File: src/rtl/lkvc_pkg.sv
package lkvc_pkg;

  localparam int KEY_W = 32;
  localparam int VAL_W = 32;
  localparam int CAP_W = 5;

  localparam logic OP_GET = 1'b0;
  localparam logic OP_PUT = 1'b1;

  localparam logic [CAP_W-1:0] CAP_RESET = 5'd16;

  typedef struct packed {
    logic                    opcode;
    logic signed [KEY_W-1:0] key;
    logic signed [VAL_W-1:0] value;
  } lkvc_req_t;

  typedef struct packed {
    logic                    hit;
    logic signed [VAL_W-1:0] read_value;
    logic                    evicted;
    logic signed [KEY_W-1:0] evicted_key;
  } lkvc_rsp_t;

endpackage

File: src/rtl/lkvc_store.sv
module lkvc_store
  import lkvc_pkg::*;
#(
  parameter int ENTRIES = 16
) (
  input  logic             clk,
  input  logic             rst,
  input  logic             cfg_we,
  input  logic [CAP_W-1:0] cfg_wdata,
  input  logic             req_en,
  input  lkvc_req_t        req,
  output lkvc_rsp_t        rsp
);

  localparam int RW = $clog2(ENTRIES);
  localparam int FW = $clog2(ENTRIES + 1);
  localparam int CW = (FW > CAP_W) ? FW : CAP_W;

  logic signed [KEY_W-1:0] keys [ENTRIES];
  logic signed [VAL_W-1:0] vals [ENTRIES];
  logic [RW-1:0]           rank [ENTRIES];
  logic [ENTRIES-1:0]      valid;
  logic [FW-1:0]           fill;
  logic [CAP_W-1:0]        capacity;

  logic [ENTRIES-1:0]      match;
  logic [ENTRIES-1:0]      lru_oh;
  logic [ENTRIES-1:0]      free_vec;
  logic [ENTRIES-1:0]      first_free;
  logic [ENTRIES-1:0]      slot_oh;
  logic                    hit;
  logic                    is_put;
  logic                    insert;
  logic                    evict;
  logic [RW-1:0]           hit_rank;
  logic signed [VAL_W-1:0] hit_value;
  logic signed [KEY_W-1:0] lru_key;
  logic [CW-1:0]           fill_ext;
  logic [CW-1:0]           cap_ext;
  logic [CW-1:0]           eff_cap;
  logic [FW-1:0]           last_rank;

  always_comb begin
    last_rank = fill - FW'(1);
    for (int i = 0; i < ENTRIES; i++) begin
      match[i]  = valid[i] && (keys[i] == req.key);
      lru_oh[i] = valid[i] && (FW'(rank[i]) == last_rank);
    end
  end

  // one-hot selects, so the read muxes are plain or-trees
  always_comb begin
    hit_rank  = '0;
    hit_value = '0;
    lru_key   = '0;
    for (int i = 0; i < ENTRIES; i++) begin
      hit_rank  = hit_rank  | (match[i]  ? rank[i] : '0);
      hit_value = hit_value | (match[i]  ? vals[i] : '0);
      lru_key   = lru_key   | (lru_oh[i] ? keys[i] : '0);
    end
  end

  always_comb begin
    hit      = |match;
    is_put   = (req.opcode == OP_PUT);
    insert   = !hit && is_put;
    fill_ext = CW'(fill);
    cap_ext  = CW'(capacity);
    if (cap_ext == '0) begin
      eff_cap = CW'(1);
    end else if (cap_ext > CW'(ENTRIES)) begin
      eff_cap = CW'(ENTRIES);
    end else begin
      eff_cap = cap_ext;
    end
    evict      = insert && (fill != '0) && (fill_ext >= eff_cap);
    free_vec   = ~valid;
    first_free = free_vec & (~free_vec + ENTRIES'(1));
    // an evicting insert reuses the slot it frees
    slot_oh    = evict ? lru_oh : first_free;
  end

  always_comb begin
    rsp.hit         = hit;
    rsp.read_value  = (hit && !is_put) ? hit_value : '0;
    rsp.evicted     = evict;
    rsp.evicted_key = evict ? lru_key : '0;
  end

  always_ff @(posedge clk) begin
    if (rst) begin
      valid    <= '0;
      fill     <= '0;
      capacity <= CAP_RESET;
      for (int i = 0; i < ENTRIES; i++) begin
        rank[i] <= '0;
      end
    end else begin
      if (cfg_we) begin
        capacity <= cfg_wdata;
      end
      if (req_en) begin
        for (int i = 0; i < ENTRIES; i++) begin
          if (hit) begin
            if (match[i]) begin
              rank[i] <= '0;
            end else if (valid[i] && (rank[i] < hit_rank)) begin
              rank[i] <= rank[i] + RW'(1);
            end
          end else if (insert) begin
            if (slot_oh[i]) begin
              valid[i] <= 1'b1;
              rank[i]  <= '0;
            end else if (valid[i]) begin
              rank[i] <= rank[i] + RW'(1);
            end
          end
        end
        if (insert && !evict) begin
          fill <= fill + FW'(1);
        end
      end
    end
  end

  always_ff @(posedge clk) begin
    if (req_en) begin
      for (int i = 0; i < ENTRIES; i++) begin
        if (hit && match[i] && is_put) begin
          vals[i] <= req.value;
        end else if (insert && slot_oh[i]) begin
          keys[i] <= req.key;
          vals[i] <= req.value;
        end
      end
    end
  end

endmodule

File: src/rtl/lru_key_value_cache.sv
// channel | dir | tdata (low bit up)          | tuser
// s_*     | in  | key[31:0], value[63:32]     | opcode (0 get, 1 put)
// m_*     | out | read_value[31:0],           | hit[0], evicted[1]
//         |     | evicted_key[63:32]          |
// cfg_*   | in  | capacity[4:0], written when cfg_we is high
//
// one request per cycle sustained while m_tready does not stall; a request
// sits in the input register, where the parallel key compare and rank
// update run, and its response then leaves from the output register
// rst clears all entries, the fill count and sets capacity to 16
// a stalled m_tready holds the response; the input register still takes a
// request while the output register drains in the same cycle
module lru_key_value_cache
  import lkvc_pkg::*;
#(
  parameter int ENTRIES = 16
) (
  input  logic                   clk,
  input  logic                   rst,
  input  logic                   cfg_we,
  input  logic [CAP_W-1:0]       cfg_wdata,
  input  logic                   s_tvalid,
  output logic                   s_tready,
  input  logic [KEY_W+VAL_W-1:0] s_tdata,  // key, value
  input  logic                   s_tuser,  // opcode
  output logic                   m_tvalid,
  input  logic                   m_tready,
  output logic [VAL_W+KEY_W-1:0] m_tdata,  // read_value, evicted_key
  output logic [1:0]             m_tuser   // hit, evicted
);

  logic      in_valid;
  lkvc_req_t in_req;
  logic      out_valid;
  lkvc_rsp_t out_rsp;
  lkvc_rsp_t rsp;
  logic      advance;

  assign advance  = in_valid && (!out_valid || m_tready);
  assign s_tready = !in_valid || advance;

  always_ff @(posedge clk) begin
    if (rst) begin
      in_valid  <= 1'b0;
      out_valid <= 1'b0;
    end else begin
      if (s_tready) begin
        in_valid <= s_tvalid;
      end
      if (advance) begin
        out_valid <= 1'b1;
      end else if (m_tready) begin
        out_valid <= 1'b0;
      end
    end
  end

  always_ff @(posedge clk) begin
    if (s_tready && s_tvalid) begin
      in_req.opcode <= s_tuser;
      in_req.key    <= s_tdata[KEY_W-1:0];
      in_req.value  <= s_tdata[KEY_W+VAL_W-1:KEY_W];
    end
    if (advance) begin
      out_rsp <= rsp;
    end
  end

  lkvc_store #(
    .ENTRIES (ENTRIES)
  ) u_store (
    .clk       (clk),
    .rst       (rst),
    .cfg_we    (cfg_we),
    .cfg_wdata (cfg_wdata),
    .req_en    (advance),
    .req       (in_req),
    .rsp       (rsp)
  );

  assign m_tvalid = out_valid;
  assign m_tdata  = {out_rsp.evicted_key, out_rsp.read_value};
  assign m_tuser  = {out_rsp.evicted, out_rsp.hit};

endmodule

File: config.mk
export PLATFORM = sky130hd
export DESIGN_NAME = lru_key_value_cache
export DESIGN_NICKNAME = d
export VERILOG_FILES = /design/src/rtl/lkvc_pkg.sv /design/src/rtl/lkvc_store.sv /design/src/rtl/lru_key_value_cache.sv
export SDC_FILE = /design/constraint.sdc
export NUM_CORES = 2
export LEC_CHECK = 0
export ABC_AREA = 1
export BUFFER_PORTS_ARGS = -buffer_cell sky130_fd_sc_hd__buf_2
export CORE_ASPECT_RATIO = 0.6
export CORE_MARGIN = 2
export CORE_UTILIZATION = 35
export CTS_CLUSTER_SIZE = 16
export DETAILED_ROUTE_END_ITERATION = 8
export HOLD_SLACK_MARGIN = 0.12
export PLACE_DENSITY = 0.52
export SLEW_MARGIN = 20
export SYNTH_ARGS = -nofsm -noshare
export SYNTH_HDL_FRONTEND = slang
export SYNTH_SLANG_ARGS = --single-unit
File: constraint.sdc
create_clock -name clk -period 7.4 [get_ports clk]
set_input_delay 1.48 -clock clk [delete_from_list [all_inputs] [get_ports clk]]
set_output_delay 1.48 -clock clk [all_outputs]
set_load 0.02 [all_outputs]
==> metrics.md <==
| Metric | Value |
|---|---|
| Status | completed |
| Area leader, netlist | edfxtp_1 |
| Hold Vio Cnt, Final | 0 |
| Max cap viols | 0 |
| I/O pins | about 140 |
| Die ar. | roughly 0.17 sq mm |
| Horiz. Die Dim | between 500 and 600 um |
| Critical Path Fanout Max | 20 |
| Total power | roughly 15 mW |
| Startpoint types | flip-flop |
| Pre-antenna DRT Iters | 6 |
| Longest Clk Path Bufs | 3 |
| First-pass GRT wire length | 314300 um |
| Post-synthesis register bit count | approximately 1200 |
| Area growth, synth to finish | 12.79% |
| Setup Skew | 0.04821 ns |
| Inst Count DP | about 7600 |
| Final Cycle Share | 0.7837 |
| Row cnt | between 100 and 150 |
| Syn Inst Count | 5289 |
| Clk_lat worst skew | approximately 0.80 ns |
| GP Congestion | ~1 |
| Final hold slack | ~0.51 ns |
| Yosys warning count | 0 |
| Via count | around 44000 |
| Hold buffers post-CTS | 0 |
| Drc violations | 0 |
| Critical Path RT | just under 8 ns |
| RSZ-0062 raised after global routing | false |
| CORE AREA | between 0.15 and 0.2 sq mm |
| Number of synthesized flops with an enable pin | approximately 1200 |
| Synth cell types | 65 |
| Post-Syn Area per Cell | around 11 sq um |
| Antenna Cells | 0 |
| Worst Hold Depth | 2 |
| Largest net degree at the start of global routing | between 40 and 50 |
| Worst slew margin | 0.1051 |
| Slew at the pin with the worst max-slew slack | between 1 and 1.5 ns |
| Post CTS Setup Buffer Count | 0 |
| CTS tree | built |
| Syn nets | between 5000 and 6000 |
| Final Critical Period | roughly 5.8 ns |
| CP Capture Type | flip-flop |
| Chip Height | approximately 320 um |
| Setup ws final | between 1.5 and 2 ns |
| Setup Total Neg Slack | 0 ns |
| Final #Nets | around 5600 |
| Iter 0 DRT Violations | 7460 |
| Sequential-to-total area share from yosys stat | 0.6342 |
| Largest cells by area after synthesis | edfxtp_1, nand2_1, xnor2_1, inv_1, a22o_1 |
| Pleak | between 20 and 25 nW |
| Kind of critical path | flip-flop to flip-flop |
| Aggregate global routing overflow | 0 |
| Post-DP HPWL | 153500 um |
| # setup viols final | 0 |
| Final non-filler cell total | about 7800 |
| DP Worst Slack | 2.004 ns |
| Worst hold-check path type | flip-flop to flip-flop |
| Post-CTS Resized | 0 |
| I/O Buffers | 142 |
| Async SR Flop Fraction | 0 |
| Area fraction of the dominant cell type after synthesis | 0.6246 |
| Arr. time, crit path | around 6.3 ns |
| CTS clk-pin slew, worst paths | about 0.07 ns |
| R2R cell count | 14 |
| Peak Freq | 0.1724 GHz |
| Drt via density | between 5 and 6 |
| Clk root buf | clkbuf_16 |
| GRT Resource Usage Total | 0.2610 |
| P per Cell Area | around 230 mW/mm^2 |
| Initial antenna violation count | 6 |
| Synth Flop Type | edfxtp_1 |
| CTS buffer count | 130 |
| Peak VDD IR | approximately 0.16 mV |
| Clock tree sinks | around 1200 |
| Final Max Slew Viols | 0 |
| Routed wire length | 228300 um |
| H-tree depth | 4 |
| Layout cell share with drive strength beyond 1 | 0.1102 |
| Post-Syn Area | about 0.06 sq mm |
| Vias in the first global route | 39120 |
| Routed wire length per instance | about 29 um |
| Post-DRT Antenna Nets | 0 |
| Starting density of the core | 0.3520 |
worst max-delay path, stage by stage, from the launching register on:
cell	delay, ns
edfxtp_1	0.81
inv_4	0.21
nand2_1	0.11
nand4_1	0.10
nor2_1	0.65
nand2_1	0.14
nor2_2	0.47
nand3_2	0.33
inv_2	0.48
nor3_1	0.14
nand4_2	0.23
nand2_1	0.64
nor3_1	0.64
nand2_1	0.25
nand3b_1	0.27
metrics by stage:
| step | utilization | cell area [sq um] |
|---|---|---|
| detailed placement | 0.3724 | 62000 |
| floorplan | - | 58610 |
| global placement | 0.3723 | 61980 |
| finish | 0.3971 | 66100 |
| global route | 0.3971 | 66100 |
| CTS | 0.3971 | 66100 |
area by class of cell:
| class | instances | area, sq um |
|---|---|---|
| Sequential cell | 1247 | 37170 |
| Inverter | 567 | 2156 |
| Clock inverter | 61 | 620.6 |
| Tap cell | 2242 | 2805 |
| Clock buffer | 163 | 3483 |
| Fill cell | 16040 | 100400 |
| Multi-Input combinational cell | 3241 | 18070 |
| Timing Repair Buffer | 286 | 1799 |
path summary, 6_finish.rpt:
path	slack [ns]	from	end
setup / recovery	1.60	in_req[55]	u_store.rank[0][4]
hold / removal	0.51	u_store.fill[4]	u_store.fill[4]
setup reg to reg	1.60	in_req[55]	u_store.rank[0][4]
hold reg to reg	0.51	u_store.fill[4]	u_store.fill[4]
Yosys cell counts, types with 7 or more instances:
cell and count:
a21oi_1 127, a221oi_1 108, a22o_1 187, a22oi_1 11
a31oi_1 21, a41oi_1 25, and2_1 8, buf_1 11
buf_2 30, buf_4 19, buf_6 50, clkbuf_1 116
clkinv_1 12, dfxtp_1 28, edfxtp_1 1219, ha_1 40
inv_1 526, inv_2 21, inv_4 7, nand2_1 1353
nand3_1 102, nand3_2 19, nand4_1 142, nor2_1 273
nor2_2 34, nor3_1 36, nor4_1 61, o211ai_1 13
o21a_1 16, o21ai_0 181, o22ai_1 77, o31ai_1 13
xnor2_1 285, xor2_1 43
where the power goes:
part | switching [mW] | internal [mW]
Sequential | 0.121 | 7.83
Clock | 2.86 | 3.75
Combinational | 0.477 | 0.190
Total | 3.46 | 11.8
sequential cells by signal (all words and copies together) (netlist names):
name / flops
u_store.cap_ext: 5
u_store.valid: 16
in_req: 65
m_tdata: 64
u_store.vals: 512
u_store.rank: 64
in_valid: 1
u_store.fill: 5
m_tuser: 2
m_tvalid: 1
u_store.keys: 512
logic make-up after synthesis:
family,synth area share
xor+xnor,0.04930
compound gates,0.09631
flops,0.6342
fa+ha+maj,0.008540
simple gates,0.1501
buf+inv,0.06159
metal layers:
metal	vias up	global-route usage	wire, um
met1	21680	0.4224	107600
met2	2845	0.3177	82500
met5	-	0	28
li1	18930	-	-
met4	4	0.05762	4161
met3	261	0.09388	34030
cells in the final DEF (no fill, tap or decap), types with 6 or more instances in the layout:
cell type	count
nand2_1	1352
edfxtp_1	1219
inv_1	508
xnor2_1	285
nor2_1	272
a22o_1	187
o21ai_0	177
buf_4	143
nand4_1	142
buf_2	142
clkbuf_16	135
a21oi_1	127
a221oi_1	108
nand3_1	101
o22ai_1	77
nor4_1	61
xor2_1	43
ha_1	40
inv_2	36
nor3_1	36
nor2_2	33
clkinv_1	30
clkbuf_1	28
dfxtp_1	28
a41oi_1	25
a31oi_1	21
nand3_2	20
clkinv_2	20
o21a_1	16
o211ai_1	13
bufinv_16	12
a22oi_1	11
o31ai_4	11
inv_4	10
and2_1	8
inv_6	8
nand2_2	7
nor2_4	6
a211oi_1	6
Note: power is estimated with default switching activity, not from simulation.
